[config.mk]
export PLATFORM = sky130hd
export DESIGN_NAME = targa_image_stream_decoder
export DESIGN_NICKNAME = d
export VERILOG_FILES = /design/src/rtl/core/tisd_pkg.sv /design/src/rtl/core/tisd_in_reg.sv /design/src/rtl/core/tisd_wrap.sv /design/src/rtl/core/tisd_core.sv /design/src/rtl/core/targa_image_stream_decoder.sv
export SDC_FILE = /design/constraint.sdc
export NUM_CORES = 2
export LEC_CHECK = 0
export BUFFER_PORTS_ARGS = -buffer_cell sky130_fd_sc_hd__buf_4
export CAP_MARGIN = 20
export CORE_UTILIZATION = 50
export DETAILED_ROUTE_END_ITERATION = 16
export PLACE_DENSITY = 0.79
export SYNTH_ARGS = -nofsm -noshare
export SYNTH_HDL_FRONTEND = slang
export SYNTH_SLANG_ARGS = --single-unit
[constraint.sdc]
create_clock -name clk -period 12.31 [get_ports clk]
set_clock_uncertainty 0.05 [all_clocks]
set_input_delay 2.462 -clock clk [delete_from_list [all_inputs] [get_ports clk]]
set_output_delay 2.462 -clock clk [all_outputs]
set_load 0.02 [all_outputs]
[src/rtl/core/tisd_pkg.sv]
`timescale 1ns / 1ps

package tisd_pkg;

	// result kinds
	localparam logic [1:0] KIND_MAP    = 2'd0;
	localparam logic [1:0] KIND_RGB    = 2'd1;
	localparam logic [1:0] KIND_INDEX  = 2'd2;
	localparam logic [1:0] KIND_STATUS = 2'd3;

	// status codes
	localparam logic [2:0] ST_OK        = 3'd0;
	localparam logic [2:0] ST_BAD_TYPE  = 3'd1;
	localparam logic [2:0] ST_MAP_INDEX = 3'd2;
	localparam logic [2:0] ST_PIX_SIZE  = 3'd3;
	localparam logic [2:0] ST_EARLY_END = 3'd4;

	// packed stream widths
	localparam int IN_DATA_W  = 8;
	localparam int OUT_DATA_W = 96;
	localparam int OUT_USER_W = 2;

	typedef struct packed {
		logic [7:0] red;
		logic [7:0] green;
		logic [7:0] blue;
	} tisd_rgb_t;

	typedef struct packed {
		logic [1:0]  kind;
		logic [15:0] map_entry;
		logic [7:0]  color_index;
		logic [7:0]  red;
		logic [7:0]  green;
		logic [7:0]  blue;
		logic [15:0] row;
		logic [15:0] column;
		logic [7:0]  run_length;
		logic        top_first;
		logic [2:0]  status;
		logic        image_done;
	} tisd_result_t;

	// row/column wrap unit result
	typedef struct packed {
		logic        valid;
		logic        busy;
		logic [7:0]  quot;
		logic [15:0] rem;
	} tisd_wrap_t;

	// convert 1..4 stored bytes (low byte first) into a color
	function automatic tisd_rgb_t tisd_to_rgb(input logic [4:0] size, input logic [23:0] pix);
		tisd_rgb_t c;
		logic [7:0] b0;
		logic [7:0] b1;
		logic [7:0] b2;
		b0 = pix[7:0];
		b1 = pix[15:8];
		b2 = pix[23:16];
		if (size == 5'd1) begin
			c.red   = b0;
			c.green = b0;
			c.blue  = b0;
		end else if (size == 5'd2) begin
			c.red   = {b1[6:2], 3'b000};
			c.green = {b1[1:0], b0[7:5], 3'b000};
			c.blue  = {b0[4:0], 3'b000};
		end else begin
			c.red   = b2;
			c.green = b1;
			c.blue  = b0;
		end
		return c;
	endfunction

endpackage

[src/rtl/core/tisd_in_reg.sv]
`timescale 1ns / 1ps

module tisd_in_reg (
	input  logic       clk,
	input  logic       arst_n,
	input  logic       s_tvalid,
	output logic       s_tready,
	input  logic [7:0] s_tdata,   // [7:0] data_byte
	input  logic       s_tlast,   // last_byte
	input  logic       take,
	output logic       valid_s1,
	output logic [7:0] byte_s1,
	output logic       last_s1
);

	logic accept;

	// the stage frees up in the same cycle the core takes its item
	assign s_tready = !valid_s1 || take;
	assign accept   = s_tvalid && s_tready;

	always_ff @(posedge clk or negedge arst_n) begin
		if (!arst_n) begin
			valid_s1 <= 1'b0;
		end else if (accept) begin
			valid_s1 <= 1'b1;
		end else if (take) begin
			valid_s1 <= 1'b0;
		end
	end

	// item payload
	always_ff @(posedge clk) begin
		if (accept) begin
			byte_s1 <= s_tdata;
			last_s1 <= s_tlast;
		end
	end

endmodule

[src/rtl/core/tisd_wrap.sv]
`timescale 1ns / 1ps

module tisd_wrap (
	input  logic                 clk,
	input  logic                 arst_n,
	input  logic                 start,
	input  logic [16:0]          dividend,
	input  logic [15:0]          divisor,
	output tisd_pkg::tisd_wrap_t res
);

	logic        busy_q;
	logic        step_q;
	logic [16:0] rem_q;
	logic [15:0] div_q;
	logic [3:0]  q_hi_q;
	logic [22:0] den;
	logic [22:0] trial;
	logic [16:0] r;
	logic [3:0]  nib;

	// four restoring steps per cycle: quotient bits 7..4, then 3..0
	always_comb begin
		den = step_q ? {7'd0, div_q} : {3'd0, div_q, 4'd0};
		r   = rem_q;
		nib = 4'd0;
		for (int i = 3; i >= 0; i--) begin
			trial = den << i;
			if ({6'd0, r} >= trial) begin
				r      = r - trial[16:0];
				nib[i] = 1'b1;
			end
		end
	end

	always_ff @(posedge clk or negedge arst_n) begin
		if (!arst_n) begin
			busy_q <= 1'b0;
			step_q <= 1'b0;
			rem_q  <= '0;
			div_q  <= '0;
			q_hi_q <= '0;
		end else if (start) begin
			busy_q <= 1'b1;
			step_q <= 1'b0;
			rem_q  <= dividend;
			div_q  <= divisor;
		end else if (busy_q) begin
			if (step_q) begin
				busy_q <= 1'b0;
			end else begin
				step_q <= 1'b1;
				rem_q  <= r;
				q_hi_q <= nib;
			end
		end
	end

	assign res.valid = busy_q && step_q;
	assign res.busy  = busy_q;
	assign res.quot  = {q_hi_q, nib};
	assign res.rem   = r[15:0];

endmodule

[src/rtl/core/tisd_core.sv]
`timescale 1ns / 1ps

module tisd_core (
	input  logic                   clk,
	input  logic                   arst_n,
	input  logic                   valid_s1,
	input  logic [7:0]             byte_s1,
	input  logic                   last_s1,
	output logic                   take,
	input  logic                   m_tready,
	output logic                   out_valid_q,
	output tisd_pkg::tisd_result_t res_q
);

	typedef enum logic [2:0] {
		PH_HEADER,
		PH_ID,
		PH_MAP,
		PH_PACKET,
		PH_PIXEL,
		PH_DONE,
		PH_HALT
	} phase_t;

	// header byte offsets
	localparam logic [7:0] OFS_ID_LEN  = 8'd0;
	localparam logic [7:0] OFS_TYPE    = 8'd2;
	localparam logic [7:0] OFS_MAP_LO  = 8'd5;
	localparam logic [7:0] OFS_MAP_HI  = 8'd6;
	localparam logic [7:0] OFS_MAP_BPE = 8'd7;
	localparam logic [7:0] OFS_W_LO    = 8'd12;
	localparam logic [7:0] OFS_W_HI    = 8'd13;
	localparam logic [7:0] OFS_H_LO    = 8'd14;
	localparam logic [7:0] OFS_H_HI    = 8'd15;
	localparam logic [7:0] OFS_BPP     = 8'd16;
	localparam logic [7:0] OFS_DESC    = 8'd17;

	phase_t      phase_q, phase_n;
	logic [7:0]  cnt_q, cnt_n;
	logic [7:0]  id_len_q, id_len_n;
	logic [7:0]  type_q, type_n;
	logic        comp_q, comp_n;
	logic [15:0] map_len_q, map_len_n;
	logic [4:0]  map_bpe_q, map_bpe_n;
	logic [15:0] width_q, width_n;
	logic [15:0] height_q, height_n;
	logic [4:0]  bpp_q, bpp_n;
	logic        top_q, top_n;
	logic [15:0] map_cnt_q, map_cnt_n;
	logic [23:0] pix_q, pix_n;
	logic [7:0]  pkt_rem_q, pkt_rem_n;
	logic        pkt_rep_q, pkt_rep_n;
	logic [15:0] row_q, row_n;
	logic [15:0] col_q, col_n;
	logic [31:0] left_q, left_n;
	logic [31:0] area_q;

	tisd_pkg::tisd_result_t res;
	tisd_pkg::tisd_rgb_t    rgb;
	tisd_pkg::tisd_wrap_t   wrap;
	logic        have;
	logic        do_after_id;
	logic        do_start;
	logic        from_id;
	logic        stall;
	logic        div_start;
	logic [16:0] div_dividend;
	logic [23:0] pix_acc;
	logic [7:0]  n_raw;
	logic [7:0]  n;
	logic [16:0] col_inc;

	// pixel bytes wait while a run's row/column wrap is still being worked out
	assign stall = wrap.busy && (phase_q == PH_PIXEL);
	assign take  = valid_s1 && (!out_valid_q || m_tready) && !stall;

	// image area for the pixel countdown
	always_ff @(posedge clk) begin
		area_q <= width_q * height_q;
	end

	tisd_wrap u_wrap (
		.clk      (clk),
		.arst_n   (arst_n),
		.start    (div_start && take),
		.dividend (div_dividend),
		.divisor  (width_q),
		.res      (wrap)
	);

	// next state and result for the item in the input stage
	always_comb begin
		phase_n   = phase_q;
		cnt_n     = cnt_q;
		id_len_n  = id_len_q;
		type_n    = type_q;
		comp_n    = comp_q;
		map_len_n = map_len_q;
		map_bpe_n = map_bpe_q;
		width_n   = width_q;
		height_n  = height_q;
		bpp_n     = bpp_q;
		top_n     = top_q;
		map_cnt_n = map_cnt_q;
		pix_n     = pix_q;
		pkt_rem_n = pkt_rem_q;
		pkt_rep_n = pkt_rep_q;
		row_n     = row_q;
		col_n     = col_q;
		left_n    = left_q;
		res       = '0;
		rgb       = '0;
		have      = 1'b0;
		do_after_id  = 1'b0;
		do_start     = 1'b0;
		from_id      = 1'b0;
		div_start    = 1'b0;
		div_dividend = '0;
		n_raw        = 8'd1;
		n            = 8'd1;
		col_inc      = {1'b0, col_q} + 17'd1;

		// new byte merged into the bytes gathered so far
		pix_acc = pix_q;
		case (cnt_q[1:0])
			2'd0:    pix_acc[7:0]   = byte_s1;
			2'd1:    pix_acc[15:8]  = byte_s1;
			2'd2:    pix_acc[23:16] = byte_s1;
			default: pix_acc        = pix_q;
		endcase

		case (phase_q)
			PH_HEADER: begin
				case (cnt_q)
					OFS_ID_LEN:  id_len_n  = byte_s1;
					OFS_TYPE:    type_n    = byte_s1;
					OFS_MAP_LO:  map_len_n = {8'd0, byte_s1};
					OFS_MAP_HI:  map_len_n = {byte_s1, map_len_q[7:0]};
					OFS_MAP_BPE: map_bpe_n = byte_s1[7:3];
					OFS_W_LO:    width_n   = {8'd0, byte_s1};
					OFS_W_HI:    width_n   = {byte_s1, width_q[7:0]};
					OFS_H_LO:    height_n  = {8'd0, byte_s1};
					OFS_H_HI:    height_n  = {byte_s1, height_q[7:0]};
					OFS_BPP:     bpp_n     = byte_s1[7:3];
					OFS_DESC:    top_n     = byte_s1[5];
					default:     cnt_n     = cnt_q + 8'd1;
				endcase
				cnt_n = cnt_q + 8'd1;
				if (cnt_q == OFS_DESC) begin
					cnt_n = 8'd0;
					if (type_q >= 8'd1 && type_q <= 8'd3) begin
						comp_n = 1'b0;
					end else if (type_q >= 8'd9 && type_q <= 8'd11) begin
						comp_n = 1'b1;
					end else begin
						res.kind   = tisd_pkg::KIND_STATUS;
						res.status = tisd_pkg::ST_BAD_TYPE;
						have       = 1'b1;
						phase_n    = PH_HALT;
					end
					if (!have) begin
						if (id_len_q != 8'd0) begin
							phase_n = PH_ID;
						end else begin
							do_after_id = 1'b1;
						end
					end
				end
			end
			PH_ID: begin
				cnt_n = cnt_q + 8'd1;
				if (cnt_n >= id_len_q) begin
					cnt_n       = 8'd0;
					do_after_id = 1'b1;
				end
			end
			PH_MAP: begin
				pix_n = pix_acc;
				cnt_n = cnt_q + 8'd1;
				if (cnt_n >= {3'd0, map_bpe_q}) begin
					rgb           = tisd_pkg::tisd_to_rgb(map_bpe_q, pix_acc);
					res.kind      = tisd_pkg::KIND_MAP;
					res.map_entry = map_cnt_q;
					res.red       = rgb.red;
					res.green     = rgb.green;
					res.blue      = rgb.blue;
					have          = 1'b1;
					cnt_n         = 8'd0;
					pix_n         = '0;
					map_cnt_n     = map_cnt_q + 16'd1;
					if (map_cnt_n >= map_len_q) begin
						do_start = 1'b1;
					end
				end
			end
			PH_PACKET, PH_PIXEL: begin
				if (map_len_q == 16'd0 && (bpp_q == 5'd0 || bpp_q > 5'd4)) begin
					res.kind   = tisd_pkg::KIND_STATUS;
					res.status = tisd_pkg::ST_PIX_SIZE;
					have       = 1'b1;
					phase_n    = PH_HALT;
				end else if (phase_q == PH_PACKET) begin
					pkt_rep_n = byte_s1[7];
					pkt_rem_n = {1'b0, byte_s1[6:0]} + 8'd1;
					phase_n   = PH_PIXEL;
					cnt_n     = 8'd0;
					pix_n     = '0;
				end else begin
					pix_n = pix_acc;
					cnt_n = cnt_q + 8'd1;
					if (cnt_n >= {3'd0, bpp_q}) begin
						cnt_n = 8'd0;
						pix_n = '0;
						// run length, clipped to the pixels left in the image
						n_raw = (comp_q && pkt_rep_q) ? pkt_rem_q : 8'd1;
						n     = (left_q < {24'd0, n_raw}) ? left_q[7:0] : n_raw;
						if (map_len_q != 16'd0) begin
							res.kind        = tisd_pkg::KIND_INDEX;
							res.color_index = pix_acc[7:0];
						end else begin
							rgb       = tisd_pkg::tisd_to_rgb(bpp_q, pix_acc);
							res.kind  = tisd_pkg::KIND_RGB;
							res.red   = rgb.red;
							res.green = rgb.green;
							res.blue  = rgb.blue;
						end
						res.row        = top_q ? row_q : (height_q - 16'd1 - row_q);
						res.column     = col_q;
						res.run_length = n;
						res.top_first  = top_q;
						have           = 1'b1;
						left_n         = left_q - {24'd0, n};
						// single pixel steps wrap here, repeat runs go to the wrap unit
						if (comp_q && pkt_rep_q) begin
							pkt_rem_n = 8'd0;
							phase_n   = PH_PACKET;
							if (left_n != 32'd0) begin
								div_start    = 1'b1;
								div_dividend = {1'b0, col_q} + {9'd0, n};
							end
						end else begin
							if (col_inc == {1'b0, width_q}) begin
								col_n = 16'd0;
								row_n = row_q + 16'd1;
							end else begin
								col_n = col_inc[15:0];
							end
							if (comp_q) begin
								pkt_rem_n = pkt_rem_q - 8'd1;
								if (pkt_rem_n == 8'd0) begin
									phase_n = PH_PACKET;
								end
							end
						end
						if (left_n == 32'd0) begin
							phase_n        = PH_DONE;
							res.image_done = 1'b1;
						end
					end
				end
			end
			default: begin
				have = 1'b0;
			end
		endcase

		// checks once the id field is behind
		if (do_after_id) begin
			if (map_len_q != 16'd0) begin
				if (bpp_q != 5'd1) begin
					res.kind   = tisd_pkg::KIND_STATUS;
					res.status = tisd_pkg::ST_MAP_INDEX;
					have       = 1'b1;
					phase_n    = PH_HALT;
				end else if (map_bpe_q == 5'd0 || map_bpe_q > 5'd4) begin
					res.kind   = tisd_pkg::KIND_STATUS;
					res.status = tisd_pkg::ST_PIX_SIZE;
					have       = 1'b1;
					phase_n    = PH_HALT;
				end else begin
					phase_n   = PH_MAP;
					map_cnt_n = 16'd0;
					cnt_n     = 8'd0;
					pix_n     = '0;
				end
			end else begin
				do_start = 1'b1;
				from_id  = 1'b1;
			end
		end

		// pixel data begins
		if (do_start) begin
			row_n  = 16'd0;
			col_n  = 16'd0;
			cnt_n  = 8'd0;
			pix_n  = '0;
			left_n = area_q;
			if (width_q == 16'd0 || height_q == 16'd0) begin
				phase_n = PH_DONE;
				if (from_id) begin
					res      = '0;
					res.kind = tisd_pkg::KIND_STATUS;
					have     = 1'b1;
				end
				res.image_done = 1'b1;
			end else begin
				phase_n = comp_n ? PH_PACKET : PH_PIXEL;
			end
		end

		// file ends before the image does
		if (last_s1 && phase_n != PH_DONE && phase_n != PH_HALT) begin
			if (!have) begin
				res      = '0;
				res.kind = tisd_pkg::KIND_STATUS;
				have     = 1'b1;
			end
			res.status = tisd_pkg::ST_EARLY_END;
			phase_n    = PH_HALT;
		end

		// finished or halted: bytes are dropped
		if (phase_q == PH_DONE || phase_q == PH_HALT) begin
			phase_n   = phase_q;
			have      = 1'b0;
			div_start = 1'b0;
		end
	end

	// decoder state and result register
	always_ff @(posedge clk or negedge arst_n) begin
		if (!arst_n) begin
			phase_q     <= PH_HEADER;
			cnt_q       <= '0;
			id_len_q    <= '0;
			type_q      <= '0;
			comp_q      <= 1'b0;
			map_len_q   <= '0;
			map_bpe_q   <= '0;
			width_q     <= '0;
			height_q    <= '0;
			bpp_q       <= '0;
			top_q       <= 1'b0;
			map_cnt_q   <= '0;
			pix_q       <= '0;
			pkt_rem_q   <= '0;
			pkt_rep_q   <= 1'b0;
			row_q       <= '0;
			col_q       <= '0;
			left_q      <= '0;
			out_valid_q <= 1'b0;
			res_q       <= '0;
		end else begin
			if (take) begin
				phase_q   <= phase_n;
				cnt_q     <= cnt_n;
				id_len_q  <= id_len_n;
				type_q    <= type_n;
				comp_q    <= comp_n;
				map_len_q <= map_len_n;
				map_bpe_q <= map_bpe_n;
				width_q   <= width_n;
				height_q  <= height_n;
				bpp_q     <= bpp_n;
				top_q     <= top_n;
				map_cnt_q <= map_cnt_n;
				pix_q     <= pix_n;
				pkt_rem_q <= pkt_rem_n;
				pkt_rep_q <= pkt_rep_n;
				left_q    <= left_n;
			end
			// a repeat run's wrap lands while only packet bytes can be taken
			if (wrap.valid) begin
				row_q <= row_q + {8'd0, wrap.quot};
				col_q <= wrap.rem;
			end else if (take) begin
				row_q <= row_n;
				col_q <= col_n;
			end
			if (take && have) begin
				out_valid_q <= 1'b1;
				res_q       <= res;
			end else if (m_tready) begin
				out_valid_q <= 1'b0;
			end
		end
	end

`ifndef SYNTHESIS
	// nothing is produced once the image is finished or the block halted
	a_no_result_after_end: assert property (@(posedge clk) disable iff (!arst_n)
		(take && (phase_q == PH_DONE || phase_q == PH_HALT)) |=> $stable(res_q))
		else $error("result produced after end of image");

	// a wrap computation never restarts before the previous one lands
	a_wrap_not_restarted: assert property (@(posedge clk) disable iff (!arst_n)
		(take && div_start) |-> !wrap.busy)
		else $error("wrap unit started while busy");

	// pixel phases always have pixels left to place
	a_pixels_left: assert property (@(posedge clk) disable iff (!arst_n)
		(phase_q == PH_PACKET || phase_q == PH_PIXEL) |-> (left_q != 32'd0))
		else $error("pixel phase with no pixels left");

	// completing result is never an error
	a_done_ok: assert property (@(posedge clk) disable iff (!arst_n)
		(take && have && res.image_done) |-> (res.status == tisd_pkg::ST_OK))
		else $error("image completed with an error status");

	// a wrap result never coincides with a pixel byte being placed
	a_wrap_vs_pixel: assert property (@(posedge clk) disable iff (!arst_n)
		wrap.valid |-> !(take && phase_q == PH_PIXEL))
		else $error("pixel placed while its position was pending");
`endif

endmodule

[src/rtl/core/targa_image_stream_decoder.sv]
`timescale 1ns / 1ps
// channel   dir  handshake         tdata                          tuser       tlast
// s_*       in   s_tvalid/tready   [7:0] data_byte                -           last_byte
// m_*       out  m_tvalid/tready   92 bits of result, see port    [1:0] kind  image_done
//
// One byte is taken per cycle unless the output or the wrap unit stalls; its result, if any, is registered.
// An input stage register and the result register sit on either side of the decoder.
// An RLE repeat run is wrapped to row/column by the tisd_wrap divide unit;
// a pixel byte arriving right behind the packet header after a repeat run may wait on it.
// Reset (arst_n low) returns the decoder to the start of a header and empties both stages.
// A stall on m_tready holds the result and, once the input stage fills, s_tready.

module targa_image_stream_decoder (
	input  logic                                clk,
	input  logic                                arst_n,
	input  logic                                s_tvalid,
	output logic                                s_tready,
	input  logic [tisd_pkg::IN_DATA_W-1:0]      s_tdata,   // [7:0] data_byte
	input  logic                                s_tlast,   // last_byte
	output logic                                m_tvalid,
	input  logic                                m_tready,
	// [15:0] map_entry, [23:16] color_index, [31:24] red, [39:32] green,
	// [47:40] blue, [63:48] row, [79:64] column, [87:80] run_length,
	// [88] top_first, [91:89] status, [95:92] zero
	output logic [tisd_pkg::OUT_DATA_W-1:0]     m_tdata,
	output logic [tisd_pkg::OUT_USER_W-1:0]     m_tuser,   // [1:0] kind
	output logic                                m_tlast    // image_done
);

	logic                   take;
	logic                   valid_s1;
	logic [7:0]             byte_s1;
	logic                   last_s1;
	tisd_pkg::tisd_result_t res_q;

	tisd_in_reg u_in_reg (
		.clk      (clk),
		.arst_n   (arst_n),
		.s_tvalid (s_tvalid),
		.s_tready (s_tready),
		.s_tdata  (s_tdata),
		.s_tlast  (s_tlast),
		.take     (take),
		.valid_s1 (valid_s1),
		.byte_s1  (byte_s1),
		.last_s1  (last_s1)
	);

	tisd_core u_core (
		.clk         (clk),
		.arst_n      (arst_n),
		.valid_s1    (valid_s1),
		.byte_s1     (byte_s1),
		.last_s1     (last_s1),
		.take        (take),
		.m_tready    (m_tready),
		.out_valid_q (m_tvalid),
		.res_q       (res_q)
	);

	// result packing
	assign m_tdata = {4'd0, res_q.status, res_q.top_first, res_q.run_length, res_q.column,
		res_q.row, res_q.blue, res_q.green, res_q.red, res_q.color_index, res_q.map_entry};
	assign m_tuser = res_q.kind;
	assign m_tlast = res_q.image_done;

endmodule

After elaboration in Yosys (flattened, before gate mapping)
Index checks and enable logic that the tools add are counted.
{"block": "word_totals", "reg_bits": 377, "output_inout_bits": 101, "wordCells": 383}
{"block": "op_classes", "addsub": 15, "multipliers": 1, "n_lt_le_gt_ge": 15, "eq_ne": 32, "mux": 201, "n_bitwise": 7, "n_reduce_logical": 69}
{"operator": "two-way mux 95 bit", "count": 5}
{"operator": "two-way mux 16 bit", "count": 27}
{"operator": "two-way mux 24 bit", "count": 15}
{"operator": "two-way mux 17 bit", "count": 13}
{"operator": "two-way mux 73 bit", "count": 3}
{"operator": "two-way mux 8 bit", "count": 22}
{"operator": "two-way mux 32 bit", "count": 5}
{"operator": "one-hot mux 16 bit (2 select lines)", "count": 3}
{"operator": "one-hot mux 24 bit (2 select lines)", "count": 2}
{"operator": ">= comparator 17 x 23 -> 1 bit", "count": 4}
{"operator": "two-way mux 3 bit", "count": 26}
{"operator": "subtractor 17 bit", "count": 4}
{"operator": "two-way mux 1 bit", "count": 59}
{"operator": "zero test 16 bit", "count": 3}
{"operator": "two-way mux 41 bit", "count": 1}
{"operator": "adder 16 x 1 -> 16 bit (second input constant)", "count": 2}
{"operator": "equality test 8 x 4 -> 1 bit (second input constant)", "count": 4}
{"operator": "zero test 32 bit", "count": 1}
{"operator": "< comparator 32 x 8 -> 1 bit", "count": 1}
{"operator": "multiplier 16 x 16 -> 32 bit", "count": 1}
{"operator": "one-hot mux 8 bit (4 select lines)", "count": 1}
{"operator": "nonzero test 32 bit", "count": 1}
{"operator": "subtractor 32 x 8 -> 32 bit", "count": 1}
{"operator": "AND reduction 3 bit", "count": 9}
{"operator": "57 further kinds", "count": 127}

Longest topological paths before layout
{"block": "logic_depth", "word_depth": 21, "depth_mapped": 62}

By module
Synthesis repeated with hierarchy kept, for this count alone.
{"block": "unflattened", "cells_unflattened": 3962, "hier_area_um2": 34032.6}
{"mod": "tisd_core", "n_inst": 1, "cells_each": 3207, "area_per_inst_um2": 27801.7}
{"mod": "tisd_wrap", "n_inst": 1, "cells_each": 737, "area_per_inst_um2": 5873.1}
{"mod": "tisd_in_reg", "n_inst": 1, "cells_each": 13, "area_per_inst_um2": 324.1}
{"mod": "targa_image_stream_decoder", "n_inst": 1, "cells_each": 5, "area_per_inst_um2": 33.8}

Worst setup path before layout
No wires, ideal clock.
{"block": "synth_timing", "path_type": "reg-to-reg", "start": "register u_core.u_wrap.step_q", "end": "register u_core.row_q[12]", "setup_time_ns": 0.095, "arrival_time_ns": 13.116, "t_required_ns": 12.165, "path_slack_ns": -0.952, "stages_incl_launch_ff": 62, "path_buffers": 12, "period_less_slack_ns": 13.262, "cell_sequence": "dfrtp_1 > clkbuf_1 > buf_1 > buf_1 > and2_1 > ha_1 > inv_1 > fa_1 > a21oi_1 > o21ai_1 > a2111oi_2 > o21ai_1 > nand4b_1 > a31o_2 > buf_4 > inv_2 > buf_2 > mux2_2 > [26 not listed] > o221ai_1 > a31oi_1 > a311o_1 > inv_1 > clkbuf_1 > buf_1 > ha_1 > fa_1 > a21o_1 > a21oi_1 > o21bai_1 > a21oi_1 > o21bai_1 > a21oi_1 > o31ai_1 > a32oi_1 > o31ai_1 > o31ai_1"}
{"item": "start: declaration", "line_no": "tisd_wrap.sv:13", "rtl": "logic step_q;"}
{"item": "start signal: assignment", "line_no": "tisd_wrap.sv:39", "rtl": "step_q <= 1'b0;"}
{"item": "start signal: assignment", "line_no": "tisd_wrap.sv:45", "rtl": "step_q <= 1'b0;"}
{"item": "start signal: assignment", "line_no": "tisd_wrap.sv:52", "rtl": "step_q <= 1'b1;"}
{"item": "end signal: assignment", "line_no": "tisd_core.sv:375", "rtl": "row_q <= row_q + {8'd0, wrap.quot};"}
{"item": "end signal: assignment", "line_no": "tisd_core.sv:378", "rtl": "row_q <= row_n;"}
{"item": "end: declaration", "line_no": "tisd_core.sv:53", "rtl": "logic [15:0] row_q, row_n;"}

Worst setup path in the final report
{"block": "layout_timing", "start": "register u_core.u_wrap.div_q[0]", "end": "register u_core.row_q[12]"}
{"block": "layout_via", "elab_chain_cells": 11, "elab_cells_between_ends": 17, "classes_between": "add/sub (4); order compare (4); mux (9)"}
{"item": "start: declaration", "line_no": "tisd_wrap.sv:15", "rtl": "logic [15:0] div_q;"}
{"item": "start signal: assignment", "line_no": "tisd_wrap.sv:47", "rtl": "div_q <= divisor;"}
{"item": "two-way mux 20 bit *", "line_no": "tisd_wrap.sv:24", "rtl": "den = step_q ? {7'd0, div_q} : {3'd0, div_q, 4'd0};"}
{"item": ">= comparator 17 x 23 -> 1 bit / subtractor 17 bit (equally long branches)", "line_no": "tisd_wrap.sv:29, tisd_wrap.sv:30"}
{"item": "two-way mux 17 bit", "line_no": "tisd_wrap.sv:29", "rtl": "if ({6'd0, r} >= trial) begin"}
{"item": ">= comparator 17 x 23 -> 1 bit / subtractor 17 bit (equally long branches)", "line_no": "tisd_wrap.sv:29, tisd_wrap.sv:30"}
{"item": "two-way mux 17 bit", "line_no": "tisd_wrap.sv:29"}
{"item": ">= comparator 17 x 23 -> 1 bit / subtractor 17 bit (equally long branches)", "line_no": "tisd_wrap.sv:29, tisd_wrap.sv:30"}
{"item": "two-way mux 17 bit", "line_no": "tisd_wrap.sv:29"}
{"item": ">= comparator 17 x 23 -> 1 bit", "line_no": "tisd_wrap.sv:29"}
{"item": "two-way mux 1 bit", "line_no": "tisd_wrap.sv:29"}
{"item": "adder 16 x 8 -> 16 bit *", "line_no": "tisd_core.sv:375"}
{"item": "two-way mux 16 bit *", "line_no": "tisd_core.sv:374", "rtl": "if (wrap.valid) begin"}
Mark *: on every way between the ends. The rest lies on a longest branch, timed or not.
A chain may end at the register's enable or synchronous reset.

==> reports/metrics.cfg <==
[power_and_ir_drop]
p_clk_share_pct = 40.3
power_density_nw_per_um2 = 92.6
ir_drop_uv = 102
p_int_w = 0.00235
seqPwrFrac_pct = 39.9
p_total_w = 0.00344
combPwrFrac_pct = 19.8
swShare_pct = 31.5
power_switching_w = 0.00108
p_leak_nw = 17.6

[critical_path]
critPathTopFamily = compound AO/OA/AOI/OAI gates
path_common_cell = ha_1
slowest_delay_ns = 0.54
critical_path_arrival_ns = 12.03
crit_type = reg -> reg
crit_required_ns = 12.76
cp_max_fo = 12
end_kind = register
rr_endpoint = u_core.row_q[12]
critPathSlowestCell = or4_1
path_buf_inv = 5
r2r_start = u_core.u_wrap.div_q[0]
cp_num_cells = 49
r2r_slack_ns = 0.74
reg2reg_depth = 49
startpoint_type = register

[routing]
wl_per_cell_um = 21.5
dr_total_vias = 30000
detail_route.wirelength_um = 104000
drc_errors = 0
via_per_inst = 6.23
first_iter_violations = 3467
drtAntennaViolNets = 0
drtPass1Iterations = 6

[min_path]
hold_path_end = u_core.res_q[9]
min_path_cells = 2
min_path_type = reg -> reg
hp-start = u_core.res_q[9]

[synth]
synth-edff-count = 9
yosys-top-cells-area = dfrtp_1 25%, fa_1 12%, ha_1 9.5%, nand2_1 6.0%, inv_1 3.8%
syn_inst = 3903
synth-seq-area-share_pct = 27.6
ys_types = 102
synth_top_area_share_pct = 24.9
ys.flop_type = dfrtp_1
synth-seq-cells = 377
synth_area_um2 = 33800
async_reset_ff_share_pct = 89.1
synth_largest_area_cell = dfrtp_1
ys_warn_count = 0
avgSynthCellArea_um2 = 8.66

[sta]
final.setup.tns_ns = 0
worst_pin_slew_ns = 1.25
fin_crit_ns = 11.57
setup_viol = 0
hold_violations = 0
drv_slew = 0
period_share_pct = 94.0
relSlewSlack_pct = 16.8
clock.fmax_mhz = 86.4
setup_ws_ns = 0.737

[clock_network]
clock_path_buffers = 3
cts-buffers-inserted = 44
numClockSinks = 377
htree_levels = 2
cts-root-buf = clkbuf_16
path_clk_slew_ns = 0.06
cts_tree = built
insertion_delay_ns = 0.60
cts_hold_buf = 0

[floorplan]
ioPinCount = 114
core-area_um2 = 66300
die_area_um2 = 68600
die_w_um = 262
start_util_pct = 50.9
fp.dieH_um = 262
rows = 94

[cells_and_area]
final_nets = 4395
final_util_pct = 56.0
drive_gt1_share_pct = 10.2
syn_to_final_growth_pct = 9.92

[place]
gp_congestion = 1.03
dp_hpwl_um = 77100
post-place-ws_ns = 0.351
portBuffers = 109

[grt]
grt_pass1_vias = 28900
grt_pass1_wl_um = 162000
grt_antenna_before_repair = 3
grt_max_degree = 90
overflow = 0
grt.total_usage_pct = 30.0

[run]
drv_cap = 0

[outcome]
status = finished, final reports clean

-- worst max path at each step --
stage / start / endpoint / slack (ns)
final: u_core.u_wrap.div_q[0] / u_core.row_q[12] / 0.74
after global routing: u_core.u_wrap.div_q[0] / u_core.row_q[12] / -0.02
after CTS: u_core.u_wrap.div_q[0] / u_core.row_q[12] / 0.32
after detailed placement: u_core.u_wrap.step_q / u_core.row_q[12] / 0.35
after global placement: u_core.u_wrap.step_q / u_core.row_q[12] / 0.62
after floorplan: u_core.u_wrap.step_q / u_core.row_q[12] / 0.05
-- power groups by stage --
stage	logic (W)	clock network, W	registers, W
6_report	0.000682	0.00139	0.00137
4_1_cts	0.000661	0.00140	0.00137
5_1_grt	0.000743	0.00144	0.00138
3_5_place_dp	0.000655	0	0.00139
3_3_place_gp	0.000637	0	0.00139
2_1_floorplan	0.000475	0	0.00137
-- metrics by stage --
stage | hold slack [ns] | std cells | cell area, µm²
after CTS | 0.433 | 4812 | 37000
after detailed placement | 0.419 | 4733 | 35500
after global routing | 0.459 | 4820 | 37100
after global placement | 0.410 | 4732 | 35500
final | 0.425 | 4821 | 37100
after floorplan | 0.396 | 3906 | 33800
-- final cells by class --
type                            instances  area, µm²
Antenna cell                            1       2.50
Clock buffer                           57       1250
Clock inverter                         22        264
Fill cell                            5783      29200
Inverter                              349       1320
Multi-Input combinational cell       2952      22400
Sequential cell                       377       9320
Tap cell                              864       1080
Timing Repair Buffer                  199       1520
-- kinds of logic after synthesis --
family / after synthesis / share of synthesized area, %
AND/OR/NAND/NOR: 1265 / 17.7
AO/OA/AOI/OAI: 938 / 18.4
buffers and inverters: 577 / 6.69
other: 1 / 0.0111
adder cells (fa/ha/maj): 459 / 21.5
XOR/XNOR: 161 / 4.25
flip-flops: 377 / 27.6
multiplexers: 125 / 3.94
-- cells in the mapped netlist, types with 9 or more instances --
cell	n
nand2b_1	22
nand3b_1	9
or3_1	26
o21ai_0	246
a21o_1	40
o211ai_1	14
a31oi_1	42
nor3_1	79
or4_1	9
nand3_1	75
o22ai_1	37
dfxtp_1	32
nor4_1	44
dfrtp_1	336
buf_2	29
o21ai_1	10
nand4_1	25
fa_1	202
mux2i_1	60
a22oi_1	15
and2_1	101
buf_1	14
or2_2	17
a211o_1	12
xor2_1	62
nand2_1	540
edfxtp_1	9
nor2b_1	26
o21a_1	29
a211oi_1	15
mux2_2	64
o31ai_1	12
o221ai_1	9
and3_1	34
a21boi_0	9
a22o_1	109
nor3b_1	17
a21oi_1	213
clkbuf_1	173
o21bai_1	18
inv_1	346
nor2_1	214
xnor2_1	97
ha_1	257
a32o_1	10
-- worst reg2reg max path: cells and delay by family, from the launching register on --
family	cells	cell delay (ns)
adder cells (fa/ha/maj)	7	2.19
flip-flops	1	0.36
buffers and inverters	5	0.57
AND/OR/NAND/NOR	8	1.90
multiplexers	2	0.61
AO/OA/AOI/OAI	27	5.80
-- per-layer routing --
metal / global-route usage [%] / vias up / part of all wire, %
met1: 39.6 / 14600 / 39
met3: 6.40 / 369 / 10
met4: 15.7 / 4 / 5.7
li1: - / 13600 / -
met5: 0 / - / 0.021
met2: 46.5 / 1530 / 45
-- flip-flops by register name, indices dropped and copies added, names as in the netlist, 16 cells and up --
register,count
u_core.area_q,32
u_core.col_q,16
u_core.height_q,16
u_core.left_q,32
u_core.map_cnt_q,16
u_core.map_len_q,16
u_core.pix_q,24
u_core.res_q,95
u_core.row_q,16
u_core.u_wrap.div_q,16
u_core.u_wrap.rem_q,17
u_core.width_q,16
-- layout by cell type (no fill, tap or decap), types with 12 or more instances in the layout --
cell	count
nand2b_1	22
o22ai_1	37
nand4_1	25
a31oi_1	41
o211ai_1	14
xor2_1	62
o21a_1	29
or3_1	26
buf_4	193
dfxtp_1	32
nor3_1	77
a211o_1	12
fa_1	202
o21ai_0	244
a22o_1	109
nor2_1	212
xnor2_1	97
ha_1	256
inv_1	345
a22oi_1	15
o21bai_1	18
nor2b_1	26
mux2_2	64
dfrtp_1	336
and3_1	34
nor4_1	44
clkbuf_16	45
and2_1	101
nand2_1	540
a21oi_1	211
or2_2	17
nand3_1	75
a211oi_1	13
nor3b_1	17
a21o_1	40
mux2i_1	60
-- repair_timing --
action | 4_1_cts | 5_1_grt
setup buffers | 0 | 5
gates resized for setup | 0 | 20
endpoints found under the setup margin | 0 | 10
Power figures use the tool's default switching activity.
